## src/sv/rrts_pkg.sv

```systemverilog
package rrts_pkg;

  localparam int MAX_TASKS_DEF = 16;

  localparam int CMD_W = 2;
  localparam int TGT_W = 2;
  localparam int STS_W = 2;
  localparam int QNT_W = 16;

  localparam logic [QNT_W-1:0] QUANTUM_RESET = 16'd10;

  localparam logic [CMD_W-1:0] CMD_TICK   = 2'd0;
  localparam logic [CMD_W-1:0] CMD_CREATE = 2'd1;
  localparam logic [CMD_W-1:0] CMD_MOVE   = 2'd2;

  localparam logic [TGT_W-1:0] TGT_READY   = 2'd0;
  localparam logic [TGT_W-1:0] TGT_BLOCKED = 2'd1;
  localparam logic [TGT_W-1:0] TGT_RUNNING = 2'd2;
  localparam logic [TGT_W-1:0] TGT_NONE    = 2'd3;

  localparam logic [STS_W-1:0] STS_OK     = 2'd0;
  localparam logic [STS_W-1:0] STS_FULL   = 2'd1;
  localparam logic [STS_W-1:0] STS_BAD_ID = 2'd2;

endpackage

```

## src/sv/rrts_qmem.sv

```systemverilog
module rrts_qmem #(
  parameter int DEPTH = 16,
  parameter int DW    = 5,
  localparam int AW   = $clog2(DEPTH)
) (
  input  logic          clk,
  input  logic          wr_en,
  input  logic [AW-1:0] wr_addr,
  input  logic [DW-1:0] wr_data,
  input  logic [AW-1:0] rd_addr,
  output logic [DW-1:0] rd_data
);

  logic [DW-1:0] mem [DEPTH];
  logic [DW-1:0] rd_data_r;

  always_ff @(posedge clk) begin
    if (wr_en) begin
      mem[wr_addr] <= wr_data;
    end
  end

  always_ff @(posedge clk) begin
    rd_data_r <= mem[rd_addr];
  end

  assign rd_data = rd_data_r;

endmodule

```

## src/sv/rrts_sched.sv

```systemverilog
module rrts_sched #(
  parameter int MAX_TASKS = rrts_pkg::MAX_TASKS_DEF,
  localparam int IdW = $clog2(MAX_TASKS + 1),
  localparam int AW  = $clog2(MAX_TASKS)
) (
  input  logic                     clk,
  input  logic                     rst_n,
  input  logic [rrts_pkg::QNT_W-1:0] quantum_length,
  input  logic                     in_valid,
  output logic                     in_ready,
  input  logic [rrts_pkg::CMD_W-1:0] in_cmd,
  input  logic [IdW-1:0]           in_task_id,
  input  logic [rrts_pkg::TGT_W-1:0] in_target,
  output logic                     out_valid,
  input  logic                     out_ready,
  output logic [IdW-1:0]           out_running_task,
  output logic                     out_running_idle,
  output logic                     out_switched,
  output logic [IdW-1:0]           out_new_task_id,
  output logic [rrts_pkg::QNT_W-1:0] out_quantum_remaining,
  output logic [IdW-1:0]           out_ready_count,
  output logic [rrts_pkg::STS_W-1:0] out_status,
  output logic                     mem_wr_en,
  output logic [AW-1:0]            mem_wr_addr,
  output logic [IdW-1:0]           mem_wr_data,
  output logic [AW-1:0]            mem_rd_addr,
  input  logic [IdW-1:0]           mem_rd_data
);

  import rrts_pkg::*;

  localparam int SW = IdW + 1;

  localparam logic [2:0] S_IDLE   = 3'd0;
  localparam logic [2:0] S_TICK   = 3'd1;
  localparam logic [2:0] S_CREATE = 3'd2;
  localparam logic [2:0] S_SCAN   = 3'd3;
  localparam logic [2:0] S_DONE   = 3'd4;

  // queue position to memory address, wrapping at the capacity
  function automatic logic [AW-1:0] phys(input logic [AW-1:0] base, input logic [IdW-1:0] off);
    logic [SW-1:0] sum;
    sum = SW'(base) + SW'(off);
    if (sum >= SW'(MAX_TASKS)) sum = sum - SW'(MAX_TASKS);
    return sum[AW-1:0];
  endfunction

  logic [2:0]       state_r, state_nxt;
  logic [TGT_W-1:0] tgt_r, tgt_nxt;
  logic [IdW-1:0]   tid_r, tid_nxt;
  logic [AW-1:0]    head_r, head_nxt;
  logic [IdW-1:0]   len_r, len_nxt;
  logic [IdW-1:0]   created_r, created_nxt;
  logic [IdW-1:0]   cur_r, cur_nxt;
  logic             idle_r, idle_nxt;
  logic [QNT_W-1:0] qcnt_r, qcnt_nxt;
  logic [IdW-1:0]   rd_idx_r, rd_idx_nxt;
  logic [IdW-1:0]   pidx_r, pidx_nxt;
  logic             pend_r, pend_nxt;
  logic             found_r, found_nxt;
  logic [STS_W-1:0] sts_r, sts_nxt;
  logic             sw_r, sw_nxt;
  logic [IdW-1:0]   nid_r, nid_nxt;
  logic             out_valid_r;

  logic [AW-1:0]    head_inc, head_dec;
  logic [QNT_W-1:0] qdec;
  logic [IdW-1:0]   next_id, len_after;
  logic             next_idle, load_out;

  assign head_inc = (head_r == AW'(MAX_TASKS - 1)) ? '0 : head_r + 1'b1;
  assign head_dec = (head_r == '0) ? AW'(MAX_TASKS - 1) : head_r - 1'b1;
  assign qdec     = (qcnt_r != '0) ? qcnt_r - 1'b1 : '0;
  assign len_after = len_r - IdW'(found_r);

  always_comb begin
    state_nxt   = state_r;
    tgt_nxt     = tgt_r;
    tid_nxt     = tid_r;
    head_nxt    = head_r;
    len_nxt     = len_r;
    created_nxt = created_r;
    cur_nxt     = cur_r;
    idle_nxt    = idle_r;
    qcnt_nxt    = qcnt_r;
    rd_idx_nxt  = rd_idx_r;
    pidx_nxt    = pidx_r;
    pend_nxt    = pend_r;
    found_nxt   = found_r;
    sts_nxt     = sts_r;
    sw_nxt      = sw_r;
    nid_nxt     = nid_r;
    next_id     = '0;
    next_idle   = 1'b1;
    mem_wr_en   = 1'b0;
    mem_wr_addr = head_r;
    mem_wr_data = mem_rd_data;
    mem_rd_addr = head_r;

    unique case (state_r)
      S_IDLE: begin
        if (in_valid) begin
          tgt_nxt = in_target;
          tid_nxt = in_task_id;
          sts_nxt = STS_OK;
          sw_nxt  = 1'b0;
          nid_nxt = '0;
          unique case (in_cmd)
            CMD_TICK: state_nxt = S_TICK;
            CMD_CREATE: begin
              if (created_r >= IdW'(MAX_TASKS) || len_r >= IdW'(MAX_TASKS)) begin
                sts_nxt   = STS_FULL;
                state_nxt = S_DONE;
              end else begin
                state_nxt = S_CREATE;
              end
            end
            CMD_MOVE: begin
              if (in_task_id == '0 || in_task_id > created_r) begin
                sts_nxt   = STS_BAD_ID;
                state_nxt = S_DONE;
              end else if (in_target == TGT_NONE) begin
                state_nxt = S_DONE;
              end else begin
                rd_idx_nxt = '0;
                pend_nxt   = 1'b0;
                found_nxt  = 1'b0;
                state_nxt  = S_SCAN;
              end
            end
            default: state_nxt = S_DONE;
          endcase
        end
      end

      S_TICK: begin
        // head entry was read during the accept cycle
        if (qdec != '0) begin
          qcnt_nxt = qdec;
        end else begin
          qcnt_nxt = quantum_length;
          if (len_r != '0) begin
            next_id     = mem_rd_data;
            next_idle   = 1'b0;
            mem_wr_en   = 1'b1;
            mem_wr_addr = phys(head_r, len_r);
            mem_wr_data = mem_rd_data;
            head_nxt    = head_inc;
          end
          if (!(next_idle == idle_r && (next_idle || next_id == cur_r))) begin
            sw_nxt   = 1'b1;
            cur_nxt  = next_id;
            idle_nxt = next_idle;
          end
        end
        state_nxt = S_DONE;
      end

      S_CREATE: begin
        nid_nxt     = created_r + 1'b1;
        created_nxt = created_r + 1'b1;
        head_nxt    = head_dec;
        mem_wr_en   = 1'b1;
        mem_wr_addr = head_dec;
        mem_wr_data = created_r + 1'b1;
        len_nxt     = len_r + 1'b1;
        state_nxt   = S_DONE;
      end

      S_SCAN: begin
        // compare the beat read last cycle; once found, close the gap behind it
        if (pend_r) begin
          if (found_r) begin
            mem_wr_en   = 1'b1;
            mem_wr_addr = phys(head_r, pidx_r - 1'b1);
            mem_wr_data = mem_rd_data;
          end else if (mem_rd_data == tid_r) begin
            found_nxt = 1'b1;
          end
        end
        if (rd_idx_r < len_r) begin
          mem_rd_addr = phys(head_r, rd_idx_r);
          pend_nxt    = 1'b1;
          pidx_nxt    = rd_idx_r;
          rd_idx_nxt  = rd_idx_r + 1'b1;
        end else begin
          pend_nxt = 1'b0;
        end
        if (!pend_r && rd_idx_r >= len_r) begin
          len_nxt = len_after;
          if (tgt_r == TGT_READY && len_after < IdW'(MAX_TASKS)) begin
            mem_wr_en   = 1'b1;
            mem_wr_addr = phys(head_r, len_after);
            mem_wr_data = tid_r;
            len_nxt     = len_after + 1'b1;
          end
          state_nxt = S_DONE;
        end
      end

      S_DONE: begin
        if (!out_valid_r || out_ready) state_nxt = S_IDLE;
      end

      default: state_nxt = S_IDLE;
    endcase
  end

  assign load_out = (state_r == S_DONE) && (!out_valid_r || out_ready);

  always_ff @(posedge clk) begin
    if (!rst_n) begin
      state_r     <= S_IDLE;
      head_r      <= '0;
      len_r       <= '0;
      created_r   <= '0;
      cur_r       <= '0;
      idle_r      <= 1'b0;
      qcnt_r      <= '0;
      pend_r      <= 1'b0;
      found_r     <= 1'b0;
      out_valid_r <= 1'b0;
    end else begin
      state_r   <= state_nxt;
      head_r    <= head_nxt;
      len_r     <= len_nxt;
      created_r <= created_nxt;
      cur_r     <= cur_nxt;
      idle_r    <= idle_nxt;
      qcnt_r    <= qcnt_nxt;
      pend_r    <= pend_nxt;
      found_r   <= found_nxt;
      if (load_out) out_valid_r <= 1'b1;
      else if (out_ready) out_valid_r <= 1'b0;
    end
  end

  always_ff @(posedge clk) begin
    tgt_r    <= tgt_nxt;
    tid_r    <= tid_nxt;
    rd_idx_r <= rd_idx_nxt;
    pidx_r   <= pidx_nxt;
    sts_r    <= sts_nxt;
    sw_r     <= sw_nxt;
    nid_r    <= nid_nxt;
    if (load_out) begin
      out_running_task      <= idle_r ? '0 : cur_r;
      out_running_idle      <= idle_r;
      out_switched          <= sw_r;
      out_new_task_id       <= nid_r;
      out_quantum_remaining <= qcnt_r;
      out_ready_count       <= len_r;
      out_status            <= sts_r;
    end
  end

  assign in_ready  = (state_r == S_IDLE);
  assign out_valid = out_valid_r;

endmodule

```

## src/sv/round_robin_task_scheduler_top.sv

```systemverilog
// Round-robin task scheduler with a time quantum.
// Input channel (in_valid/in_ready) carries one command beat: timer tick,
// create task, or move task (task id and destination). Output channel
// (out_valid/out_ready) returns one result beat per command: running task,
// idle flag, switch flag, new id, quantum left, ready-queue length, status.
// cfg_wr_en/cfg_wr_data load the quantum length; write it only while idle.
// The ready queue sits in a circular memory with registered reads.
// A tick or create passes through its work state to the done state; a move
// first walks the queue one entry per cycle in the scan state; a rejected or
// ignored command goes straight to the done state. The done state loads the
// result into the output register once that register is free. One command
// is worked at a time and the next is accepted the cycle after a result is
// loaded.
// The output register decouples the sides: the next command is accepted
// while a result still waits, and the scheduler holds its finished result
// only if that register is still occupied when the next one is ready.
// Reset (synchronous, rst_n low) empties the queue, forgets all tasks,
// makes the boot task current and clears the quantum counter, so the first
// tick schedules. Quantum length resets to 10.
module round_robin_task_scheduler_top #(
  parameter int MAX_TASKS = rrts_pkg::MAX_TASKS_DEF,
  localparam int IdW = $clog2(MAX_TASKS + 1),
  localparam int AW  = $clog2(MAX_TASKS)
) (
  input  logic                       clk,
  input  logic                       rst_n,
  input  logic                       cfg_wr_en,
  input  logic [rrts_pkg::QNT_W-1:0] cfg_wr_data,
  input  logic                       in_valid,
  output logic                       in_ready,
  input  logic [rrts_pkg::CMD_W-1:0] in_cmd,
  input  logic [IdW-1:0]             in_task_id,
  input  logic [rrts_pkg::TGT_W-1:0] in_target,
  output logic                       out_valid,
  input  logic                       out_ready,
  output logic [IdW-1:0]             out_running_task,
  output logic                       out_running_idle,
  output logic                       out_switched,
  output logic [IdW-1:0]             out_new_task_id,
  output logic [rrts_pkg::QNT_W-1:0] out_quantum_remaining,
  output logic [IdW-1:0]             out_ready_count,
  output logic [rrts_pkg::STS_W-1:0] out_status
);

  import rrts_pkg::*;

  logic [QNT_W-1:0] quantum_length_r;
  logic             mem_wr_en;
  logic [AW-1:0]    mem_wr_addr;
  logic [IdW-1:0]   mem_wr_data;
  logic [AW-1:0]    mem_rd_addr;
  logic [IdW-1:0]   mem_rd_data;

  always_ff @(posedge clk) begin
    if (!rst_n) begin
      quantum_length_r <= QUANTUM_RESET;
    end else if (cfg_wr_en) begin
      quantum_length_r <= cfg_wr_data;
    end
  end

  rrts_qmem #(
    .DEPTH (MAX_TASKS),
    .DW    (IdW)
  ) u_qmem (
    .clk     (clk),
    .wr_en   (mem_wr_en),
    .wr_addr (mem_wr_addr),
    .wr_data (mem_wr_data),
    .rd_addr (mem_rd_addr),
    .rd_data (mem_rd_data)
  );

  rrts_sched #(
    .MAX_TASKS (MAX_TASKS)
  ) u_sched (
    .clk                   (clk),
    .rst_n                 (rst_n),
    .quantum_length        (quantum_length_r),
    .in_valid              (in_valid),
    .in_ready              (in_ready),
    .in_cmd                (in_cmd),
    .in_task_id            (in_task_id),
    .in_target             (in_target),
    .out_valid             (out_valid),
    .out_ready             (out_ready),
    .out_running_task      (out_running_task),
    .out_running_idle      (out_running_idle),
    .out_switched          (out_switched),
    .out_new_task_id       (out_new_task_id),
    .out_quantum_remaining (out_quantum_remaining),
    .out_ready_count       (out_ready_count),
    .out_status            (out_status),
    .mem_wr_en             (mem_wr_en),
    .mem_wr_addr           (mem_wr_addr),
    .mem_wr_data           (mem_wr_data),
    .mem_rd_addr           (mem_rd_addr),
    .mem_rd_data           (mem_rd_data)
  );

endmodule

```

## config.mk

```make
export PLATFORM = sky130hd
export DESIGN_NAME = round_robin_task_scheduler_top
export DESIGN_NICKNAME = d
export VERILOG_FILES = /design/src/sv/rrts_pkg.sv /design/src/sv/rrts_qmem.sv /design/src/sv/rrts_sched.sv /design/src/sv/round_robin_task_scheduler_top.sv
export SDC_FILE = /design/constraint.sdc
export NUM_CORES = 1
export LEC_CHECK = 0
export ABC_AREA = 1
export BUFFER_PORTS_ARGS = -buffer_cell sky130_fd_sc_hd__buf_2
export CORE_AREA = 4 4 191 193
export CTS_CLUSTER_DIAMETER = 30
export CTS_CLUSTER_SIZE = 30
export DETAILED_ROUTE_END_ITERATION = 10
export DIE_AREA = 0 0 195 197
export SLEW_MARGIN = 20
export SYNTH_ARGS = -nofsm -noshare
export SYNTH_HDL_FRONTEND = slang
export SYNTH_SLANG_ARGS = --single-unit
```

## constraint.sdc

```tcl
create_clock -name clk -period 4.7 [get_ports clk]
set_input_delay 0.705 -clock clk [delete_from_list [all_inputs] [get_ports clk]]
set_output_delay 0.705 -clock clk [all_outputs]
set_load 0.02 [all_outputs]
```

Yosys cells after proc, flatten, opt, wreduce, memory -nomap -nowiden
Memory sizes are Yosys's and may differ from the RTL's. A register that Yosys moved wholly into a read port is not among the register bits.
Cells that the tools add are included.

word-level totals
  bits of input ports = 30
  memories kept = 1
  bits in registers = 118
  word-level logic and storage cells = 189
  ROM bits = 0
  output and inout bits = 37
  bits in writable memories = 80
  bits in latches = 0

operators by class
  multiplexer cells = 76
  bitwise gates (word level) = 2
  divide/modulo/power cells = 0
  $add $sub $neg = 17
  shifts and indexed selects = 0
  $mul = 0
  reduce and logical (&&, ||, !) cells = 36
  equal/unequal tests = 22
  order comparisons = 10

memories
  name        words  bits a word  read ports  clocked after Yosys merged registers in  wr ports  RTL line         text
  u_qmem.mem  16     5            1           1                                        1         rrts_qmem.sv:14  logic [DW-1:0] mem [DEPTH];

operators with widths
  kind                                                                   number
  5-bit two-way mux                                                      13
  4-bit two-way mux                                                      16
  5-bit one-hot mux with 2 select lines                                  4
  16-bit two-way mux                                                     2
  16-bit nonzero test                                                    2
  1-bit two-way mux                                                      25
  4-bit by 5-bit adder with 6-bit output                                 4
  6-bit by 5-bit >= comparator with 1-bit output, second input constant  4
  5-bit by 1-bit adder with 5-bit output, second input constant          4
  4-bit by 1-bit subtractor with 4-bit output, second input constant     5
  3-bit two-way mux                                                      6
  16-bit by 1-bit subtractor with 16-bit output, second input constant   1
  2-bit by 1-bit != test with 1-bit output, second input constant        6
  3-bit one-hot mux with 4 select lines                                  1
  4-bit one-hot mux with 3 select lines                                  1
  6-bit AND reduction                                                    2
  2-bit nonzero test                                                     6
  5-bit equality test                                                    2
  5-bit >= comparator, second input constant                             2
  2-bit != test, second input constant                                   5
  3-bit one-hot mux with 3 select lines                                  1
  3-bit AND reduction                                                    3
  4-bit one-hot mux with 2 select lines                                  1
  2-bit AND reduction                                                    4
  30 further kinds                                                       43

Longest topological paths before layout
Gate-level depths: netlist of run 1.

  depth in word-level cells = 11
  mapped depth = 18
  gate-level depth less buffers = 18

Modules after synthesis
A second synthesis of run 1 with hierarchy kept.

unflattened totals
  cell total of the unflattened synthesis = 1256
  area, all modules = 10631.4 µm²

modules (own cells, without submodules)
  module                          seq. area each (µm²)  cells an instance  times used  area an instance (µm²)
  rrts_sched                      2612.5                803                1           6232.2
  rrts_qmem                       2502.4                355                1           3733.6
  round_robin_task_scheduler_top  320.3                 98                 1           665.6

Worst setup path after synthesis of run 1
No wires, ideal clock.

  path type = reg-to-reg
  start point = register u_sched.len_r[0]
  end point = memory u_qmem.mem[1][0] (enable)
  data arrival time = 2698 ps
  path slack = 1662 ps
  data required time = 4360 ps
  period minus slack after synthesis = 3038 ps
  library setup time = 340 ps
  cell stages (with the launch flop) = 17
  cells stage by stage = dfxtp_1 > inv_1 > ha_1 > ha_1 > or2_2 > nand2_1 > ha_1 > a21oi_1 > nand2_1 > xor2_1 > nor2_1 > nor2_1 > a21oi_1 > nand2_1 > nor2_4 > nand2_2 > nor2_1

on the way
  cells in the longest elaborated chain, start to end = 8

ends and longest elaborated chain
  item                                                                                            RTL line           text
  start, declared                                                                                 rrts_sched.sv:52   logic [IdW-1:0] len_r, len_nxt;
  start signal, assigned                                                                          rrts_sched.sv:226  len_r <= len_nxt;
  parallel branches: the longest is 8 deep, another holds 4-bit by 5-bit adder with 6-bit output  -
  end, declared                                                                                   rrts_qmem.sv:14

Several ways; the timed one is not identified.

Final worst setup path of run 1
  start point = register u_sched.len_r[0]
  end point = memory u_qmem.mem[0][2] (enable)

Same word-level chain as after synthesis.

==> results.yml, run 1 <==
sta:
  fin_hold_ws_ns: 0.3988
  fin_crit_sh: 0.8396
  rsz0062_at_grt: "no"
  fmax_mhz: 253.4
  slew_violations: 0
  finalHoldViolations: 0
  slew_headroom: 0.3108
  setup_viol: 0
  tns_ns: 0
  fin_skew_ns: 0.01661
  fin_crit_ns: 3.946
  tightest_slew_ns: 1.030
logic_synthesis:
  syn_nets: 1229
  synth.distinct_cells: 44
  synth_edf_count: 139
  synth_top_area_share: 0.4027
  synth-seq-area-share: 0.5244
  synth_area_leaders: "edfxtp_1 (40%), dfxtp_1 (12%), nand2_1 (8.0%)"
  synth_area_per_cell_sq_um: 8.958
  syn_inst: 1157
  yosysWarnings: 0
  syn_area_sq_um: 10360
  synth_top_area_cell: "edfxtp_1"
  ys_ff_latch: 202
  async_reset_ff_frac: 0
  synthFlopType: "edfxtp_1"
power_and_ir_drop:
  peakVddDrop_mv: 0.2776
  pwr-share-seq: 0.381
  leakage_nw: 5.070
  p_clk_frac: 0.484
  p_sw_mw: 1.488
  swShare: 0.2780
  powerDensity_nw_per_um2: 429.8
  cell_internal_pwr_mw: 3.863
  p_comb_frac: 0.136
floorplan:
  row_count: 68
  die_x_um: 195
  die_h_um: 197
  boundaryPins: 67
  initial_core_util: 0.3001
  coreArea_sq_um: 34540
  fp.dieArea_sq_um: 38420
detailed_routing:
  wl_um: 26320
  dr.pass1.iters: 6
  drt.antenna.violating_nets: 0
  via_per_inst: 4.777
  wl_per_cell_um: 15.27
  first_iter_violations: 596
  num_vias: 8231
  drc: 0
cells_and_area:
  layout_common_cells: "nand2_1 (221), inv_1 (153), edfxtp_1 (139)"
  drive_gt1_frac: 0.1586
  utilization: 0.3604
  final_area_sq_um: 12450
  syn2layout_area_growth_pct: 20.11
  final_common_cell: "nand2_1"
  num-nets-final: 1310
run:
  max_cap_viol_count: 0
placement:
  port_buffers: 66
  dp_hpwl_um: 18860
  gp_congestion: 0.8874
  placed_area_sq_um: 11200
cts:
  htree_levels: 2
  cts_setup_buffers: 0
  cts_hold_buf: 0
  numClockSinks: 202
  root_buffer: "clkbuf_16"
  cts_resized: 0
  cts_buffers: 38
  clk_latency_ns: 0.51
  cts_buffer_depth: 3
  cts_tree: "yes"
  path_clk_slew_ns: 0.04
global_route:
  grt_max_degree: 41
  grt_pass1_vias: 7970
  antenna_found_initial: 1
  grt_pass1_wl_um: 42480
  grt_usage: 0.1358
  overflow: 0
critical_path:
  worstPathArrival_ns: 4.09
  cp-end-kind: "register"
  r2r_cells: 17
  path_class: "reg -> reg"
  critPathMaxFanout: 16
  start_kind: "register"
  cp.required_ns: 4.85
run_status:
  status: "finished, final reports clean"
worst_hold_path:
  min_path_type: "in -> reg"
  whs_path_depth: 1
worst paths after layout:
check,startpoint,endpoint,slack (ns)
max,u_sched.len_r[0],u_qmem.mem[0][2],0.75
min,in_target[0],u_sched.tgt_r[0],0.40
max reg2reg,u_sched.len_r[0],u_qmem.mem[0][2],0.75
min reg2reg,u_sched.nid_r[2],u_sched.out_new_task_id[2],0.42
logic make-up (layout without fill, tap and decap cells):
family | count (synthesis) | in the layout | synth area share
adder cells (fa/ha/maj) | 42 | 42 | 0.05360
AND/OR/NAND/NOR | 497 | 497 | 0.2191
XOR/XNOR | 21 | 21 | 0.01775
buffers and inverters | 196 | 306 | 0.07400
flip-flops | 202 | 202 | 0.5244
AO/OA/AOI/OAI | 199 | 199 | 0.1112
other | 0 | 1 | 0
area by class of cell:
type                            instances  area, sq um
Fill cell                            3548        22090
Clock buffer                           42        997.2
Sequential cell                       202         5435
Inverter                              161        604.3
Clock inverter                         27        245.2
Timing Repair Buffer                   76        405.4
Tap cell                              455        569.3
Antenna cell                            1        2.502
Multi-Input combinational cell        759         4190
power by group through the flow:
stage               logic (mW)  registers [mW]  clock network (mW)
floorplan                0.526            2.07                   0
global placement         0.715            2.07                   0
detailed placement       0.721            2.07                   0
CTS                      0.725            2.04                2.64
global route             0.813            2.04                2.73
finish                   0.726            2.04                2.59
cell usage after synthesis, types with 2 or more instances:
library cell	instances
nand2_4	2
nand3b_1	2
nand2_1	221
ha_1	38
nor2_1	117
o21bai_1	2
xnor2_1	6
o22ai_1	3
buf_6	2
edfxtp_1	139
xor2_1	15
nor4_1	3
a211oi_1	2
nor2_4	8
buf_2	13
o211ai_1	42
o21ai_0	69
dfxtp_1	63
inv_1	153
nor3_1	12
a31oi_1	9
nand4_1	10
clkinv_1	3
nand3_1	83
nand2_2	12
fa_1	4
inv_2	5
a21oi_1	63
clkbuf_1	19
o21ai_1	3
or2_2	5
nor2_2	7
nand3_2	11
worst max-delay path: stages (launching register included):
cell and delay, ns:
dfxtp_1 0.39, inv_1 0.16, ha_1 0.21, ha_1 0.20
nand2_1 0.08, o21ai_0 0.14, nand2_1 0.09, nor3_1 0.36
nand3_1 0.54, inv_1 0.30, nand2_1 0.07, nand3_1 0.09
nand2_1 0.06, clkinv_1 0.05, nand2_1 0.05, nor2_1 0.18
nand2_1 0.19, nor2_1 0.42
sequential cells by signal (all words and copies together) (netlist names), 5 cells and up:
register                       count
u_sched.created_r                  5
u_sched.nid_r                      5
u_sched.out_quantum_remaining     16
u_qmem.rd_data                     5
quantum_length_r                  16
u_sched.qcnt_r                    16
u_sched.cur_r                      5
u_qmem.mem                        80
u_sched.len_r                      5
u_sched.out_ready_count            5
u_sched.tid_r                      5
u_sched.out_new_task_id            5
u_sched.out_running_task           5
u_sched.rd_idx_r                   5
metrics by stage:
step | cells | worst slack [ns] | total power, mW
after global placement | 1653 | 0.8371 | 2.784
after detailed placement | 1653 | 0.8257 | 2.791
after global routing | 1723 | 0.4735 | 5.587
after floorplan | 1157 | 1.662 | 2.598
after CTS | 1722 | 0.8197 | 5.399
final | 1723 | 0.7540 | 5.351
routing by layer:
metal	vias to the layer above	global-route usage	wire length (um)
met5	-	0	0
met3	45	0.02513	1336
met4	0	0.04448	603
met1	3879	0.1833	12310
li1	4078	-	-
met2	229	0.2218	12070
Note: power is estimated with default switching activity, not from simulation.
==> inputs of run 2 (changes only) <==
==> constraint.sdc (replaced) <==
create_clock -name clk -period 3.92 [get_ports clk]
set_input_delay 0.588 -clock clk [delete_from_list [all_inputs] [get_ports clk]]
set_output_delay 0.588 -clock clk [all_outputs]
set_load 0.02 [all_outputs]
==> results.yml, run 2 (same netlist as run 1, synthesis figures left out) <==
detailed_routing:
  drc: 0
  num_vias: 8141
  first_iter_violations: 564
  wl_per_cell_um: 14.99
  dr.pass1.iters: 6
  via_per_inst: 4.700
  drt.antenna.violating_nets: 0
  wl_um: 25960
run:
  max_cap_viol_count: 0
floorplan:
  initial_core_util: 0.3001
  boundaryPins: 67
  coreArea_sq_um: 34540
  die_h_um: 197
  row_count: 68
  fp.dieArea_sq_um: 38420
  die_x_um: 195
cells_and_area:
  syn2layout_area_growth_pct: 21.39
  layout_common_cells: "nand2_1 (221), inv_1 (153), edfxtp_1 (139)"
  largest_reg_flops: 80
  final_common_cell: "nand2_1"
  top_register: "u_qmem.mem"
  num-nets-final: 1319
  drive_gt1_frac: 0.1646
  nFillCells: 3477
sta:
  tightest_slew_ns: 1.014
  fin_skew_ns: 0.02818
  fin_crit_sh: 0.8862
  fin_crit_ns: 3.474
  slew_violations: 0
  setup_viol: 0
  slew_headroom: 0.3224
  finalHoldViolations: 0
  tns_ns: 0
  fmax_mhz: 287.9
  rsz0062_at_grt: "no"
cts:
  cts_buffers: 38
  cts_tree: "yes"
  cts_resized: 0
  root_buffer: "clkbuf_16"
  cts_setup_buffers: 0
  numClockSinks: 202
  cts_hold_buf: 0
  cts_buffer_depth: 3
  clk_latency_ns: 0.52
  htree_levels: 2
  path_clk_slew_ns: 0.05
global_route:
  grt_pass1_vias: 7850
  grt_pass1_wl_um: 41970
  grt_usage: 0.1340
  grt_max_degree: 41
  antenna_found_initial: 1
  overflow: 0
critical_path:
  path_cells: "inv_1 > ha_1 > ha_1 > or2_2 > nand2_1 > ha_1 > a21oi_1 > nand2_1 > xor2_1 > nor2_1 > nor2_1 > a21oi_1 > nand2_1 > nor2_4 > nand2_2 > nor2_1"
  start_kind: "register"
  cp_slowest_cell: "dfxtp_1"
  cp_num_buf_inv: 1
  cp_top_family: "simple AND/OR/NAND/NOR gates"
  worstPathArrival_ns: 3.62
  slowest_delay_ns: 0.44
  cp-end-kind: "register"
  path_class: "reg -> reg"
  cp.required_ns: 4.07
  critPathMaxFanout: 7
power_and_ir_drop:
  powerDensity_nw_per_um2: 524.4
  p_total_mw: 6.598
  leakage_nw: 5.164
  peakVddDrop_mv: 0.3270
placement:
  dp_hpwl_um: 18530
  gp_congestion: 0.8646
  port_buffers: 66
run_status:
  status: "finished, final reports clean"
worst_hold_path:
  min_path_type: "in -> reg"
-- run 2: cell type report --
| class | count | area (sq um) | area share |
|---|---|---|---|
| clock inverters | 28 | 309.0 | 0.02456 |
| diodes | 1 | 2.502 | 0.0001989 |
| repair buffers | 85 | 485.5 | 0.03858 |
| well taps | 455 | 569.3 | 0.04525 |
| flip-flops and latches | 202 | 5435 | 0.4320 |
| multi-input cells | 759 | 4183 | 0.3324 |
| clock buffers | 41 | 993.5 | 0.07896 |
| inverters | 161 | 604.3 | 0.04803 |
-- run 2: through the flow --
step	cell area, sq um	setup slack, ns	hold WS (ns)	std cells	util
after floorplan	10360	0.8824	0.4003	1157	-
after global placement	11280	0.5525	0.4041	1662	0.3265
after detailed placement	11280	0.4988	0.4052	1662	0.3265
after CTS	12580	0.4798	0.2651	1731	0.3642
after global routing	12580	0.1823	0.2725	1732	0.3642
final	12580	0.4461	0.2807	1732	0.3642
-- run 2: path summary, 6_finish.rpt --
kind	start	endpoint	slack (ns)	depth (start not counted)
hold / removal	in_target[0]	u_sched.tgt_r[0]	0.28	1
setup / recovery	u_sched.len_r[0]	u_qmem.mem[3][1]	0.45	16
setup reg to reg	u_sched.len_r[0]	u_qmem.mem[3][1]	0.45	16
hold reg to reg	u_sched.sts_r[0]	u_sched.out_status[0]	0.42	0
-- run 2: report_power, final --
group	internal [mW]	leakage, nW	switching [mW]	total (mW)
Combinational	0.266	2.74	0.619	0.884
Clock	2.14	0.637	1.14	3.27
Sequential	2.38	1.79	0.0580	2.44
Total	4.78	5.16	1.81	6.60
-- run 2: per-layer routing --
| metal | vias to the layer above | global-route usage | routed length, um |
|---|---|---|---|
| li1 | 4091 | - | - |
| met1 | 3781 | 0.1825 | 11930 |
| met2 | 219 | 0.2205 | 11950 |
| met3 | 50 | 0.02051 | 1328 |
| met4 | 0 | 0.04344 | 752 |
| met5 | - | 0 | 0 |
==> inputs of run 3 (changes only) <==
--- a/config.mk
+++ b/config.mk
@@ -7,11 +7,11 @@
 export LEC_CHECK = 0
 export ABC_AREA = 1
 export BUFFER_PORTS_ARGS = -buffer_cell sky130_fd_sc_hd__buf_2
-export CORE_AREA = 4 4 191 193
+export CORE_AREA = 4 4 157 235
 export CTS_CLUSTER_DIAMETER = 30
 export CTS_CLUSTER_SIZE = 30
 export DETAILED_ROUTE_END_ITERATION = 10
-export DIE_AREA = 0 0 195 197
+export DIE_AREA = 0 0 161 239
 export SLEW_MARGIN = 20
 export SYNTH_ARGS = -nofsm -noshare
 export SYNTH_HDL_FRONTEND = slang
==> results.yml, run 3 (same netlist as run 1, synthesis figures left out) <==
run_status:
  status: "finished, final reports clean"
floorplan:
  boundaryPins: 67
  row_count: 84
  die_h_um: 239
  coreArea_sq_um: 34890
  die_x_um: 161
  initial_core_util: 0.2970
  fp.dieArea_sq_um: 38480
cts:
  cts_resized: 0
  cts_buffers: 24
  cts_tree: "yes"
  root_buffer: "clkbuf_16"
  clk_latency_ns: 0.52
  htree_levels: 1
  cts_setup_buffers: 0
  cts_buffer_depth: 3
  cts_hold_buf: 0
  numClockSinks: 202
  path_clk_slew_ns: 0.06
sta:
  slew_violations: 0
  tightest_slew_ns: 1.012
  fin_crit_ns: 3.479
  tns_ns: 0
  fin_crit_sh: 0.8876
  fin_hold_ws_ns: 0.2578
  rsz0062_at_grt: "no"
  fin_skew_ns: 0.01510
  setup_viol: 0
  finalHoldViolations: 0
  fmax_mhz: 287.4
  slew_headroom: 0.3254
critical_path:
  r2r_slack_ns: 0.44
  start_kind: "register"
  path_cells: "inv_1 > ha_1 > ha_1 > or2_2 > nand2_1 > ha_1 > a21oi_1 > nand2_1 > xor2_1 > nor2_1 > nor2_1 > a21oi_1 > nand2_1 > nor2_4 > nand2_2 > nor2_1"
  critPathMaxFanout: 7
  cp-end-kind: "register"
  cp.required_ns: 4.08
  slowest_delay_ns: 0.47
  cp_slowest_cell: "dfxtp_1"
  worstPathArrival_ns: 3.64
  path_class: "reg -> reg"
placement:
  dp_hpwl_um: 19650
  port_buffers: 66
  gp_congestion: 0.8802
  placed_cells: 1682
worst_hold_path:
  min_path_type: "in -> reg"
cells_and_area:
  syn2layout_area_growth_pct: 17.24
  nFillCells: 3608
  top_register: "u_qmem.mem"
  utilization: 0.3483
  instances_no_fill: 1726
  layout_common_cells: "nand2_1 (221), inv_1 (153), edfxtp_1 (139)"
  drive_gt1_frac: 0.1492
  largest_reg_flops: 80
  num-nets-final: 1307
  final_common_cell: "nand2_1"
  antenna_cells: 0
global_route:
  antenna_found_initial: 0
  grt_usage: 0.1347
  overflow: 0
  grt_pass1_wl_um: 41520
  grt_pass1_vias: 7992
  grt_max_degree: 41
detailed_routing:
  wl_met2_um: 14450
  top_layer: "met4"
  wl_um: 26090
  via_per_inst: 4.632
  met3_wirelength_um: 816
  first_iter_violations: 453
  num_vias: 7994
  dr.pass1.iters: 5
  drc: 0
  drt.antenna.violating_nets: 0
  wl_met1_um: 9839
  wl_per_cell_um: 15.11
power_and_ir_drop:
  leakage_nw: 4.950
  powerDensity_nw_per_um2: 464.3
  peakVddDrop_mv: 0.2424
run:
  max_cap_viol_count: 0
run 3: path summary, 6_finish.rpt:
path	startpoint	end	cells past startpoint
min	in_target[1]	u_sched.tgt_r[1]	1
min reg2reg	u_sched.nid_r[1]	u_sched.out_new_task_id[1]	0
max reg2reg	u_sched.len_r[0]	u_qmem.mem[7][4]	16
max	u_sched.len_r[0]	u_qmem.mem[7][4]	16
run 3: per-layer routing:
metal	global-route usage	vias to the layer above
met3	0.01277	57
met2	0.2673	153
li1	-	4057
met5	0	-
met1	0.1423	3727
met4	0.05949	0
run 3: cell type report:
cell class | instances | area, sq um | share of cell area
flip-flops and latches | 202 | 5435 | 0.4473
multi-input cells | 759 | 4183 | 0.3442
clock buffers | 27 | 633.1 | 0.05210
inverters | 161 | 604.3 | 0.04973
well taps | 473 | 591.8 | 0.04870
repair buffers | 87 | 488.0 | 0.04016
clock inverters | 17 | 216.5 | 0.01781
run 3: power by group:
part | internal [mW] | switching [mW] | total, mW
Sequential | 2.38 | 0.0547 | 2.43
Clock | 1.40 | 0.919 | 2.32
Combinational | 0.267 | 0.625 | 0.891
Total | 4.04 | 1.60 | 5.64
run 3: per-stage QoR:
step / area, sq um / worst slack, ns / total power [mW]
after floorplan: 10360 / 0.8824 / 3.115
after global placement: 11300 / 0.5392 / 3.369
after detailed placement: 11300 / 0.4660 / 3.375
after CTS: 12150 / 0.4433 / 5.695
after global routing: 12150 / 0.06460 / 5.888
final: 12150 / 0.4407 / 5.642
run 3: worst max-delay path: cells and delay by family, from the launching register on:
kind                     cells  cell delay (ns)
flip-flops                   1             0.47
AND/OR/NAND/NOR              9             1.40
XOR/XNOR                     1             0.16
AO/OA/AOI/OAI                2             0.28
adder cells (fa/ha/maj)      3             0.70
buffers and inverters        1             0.12
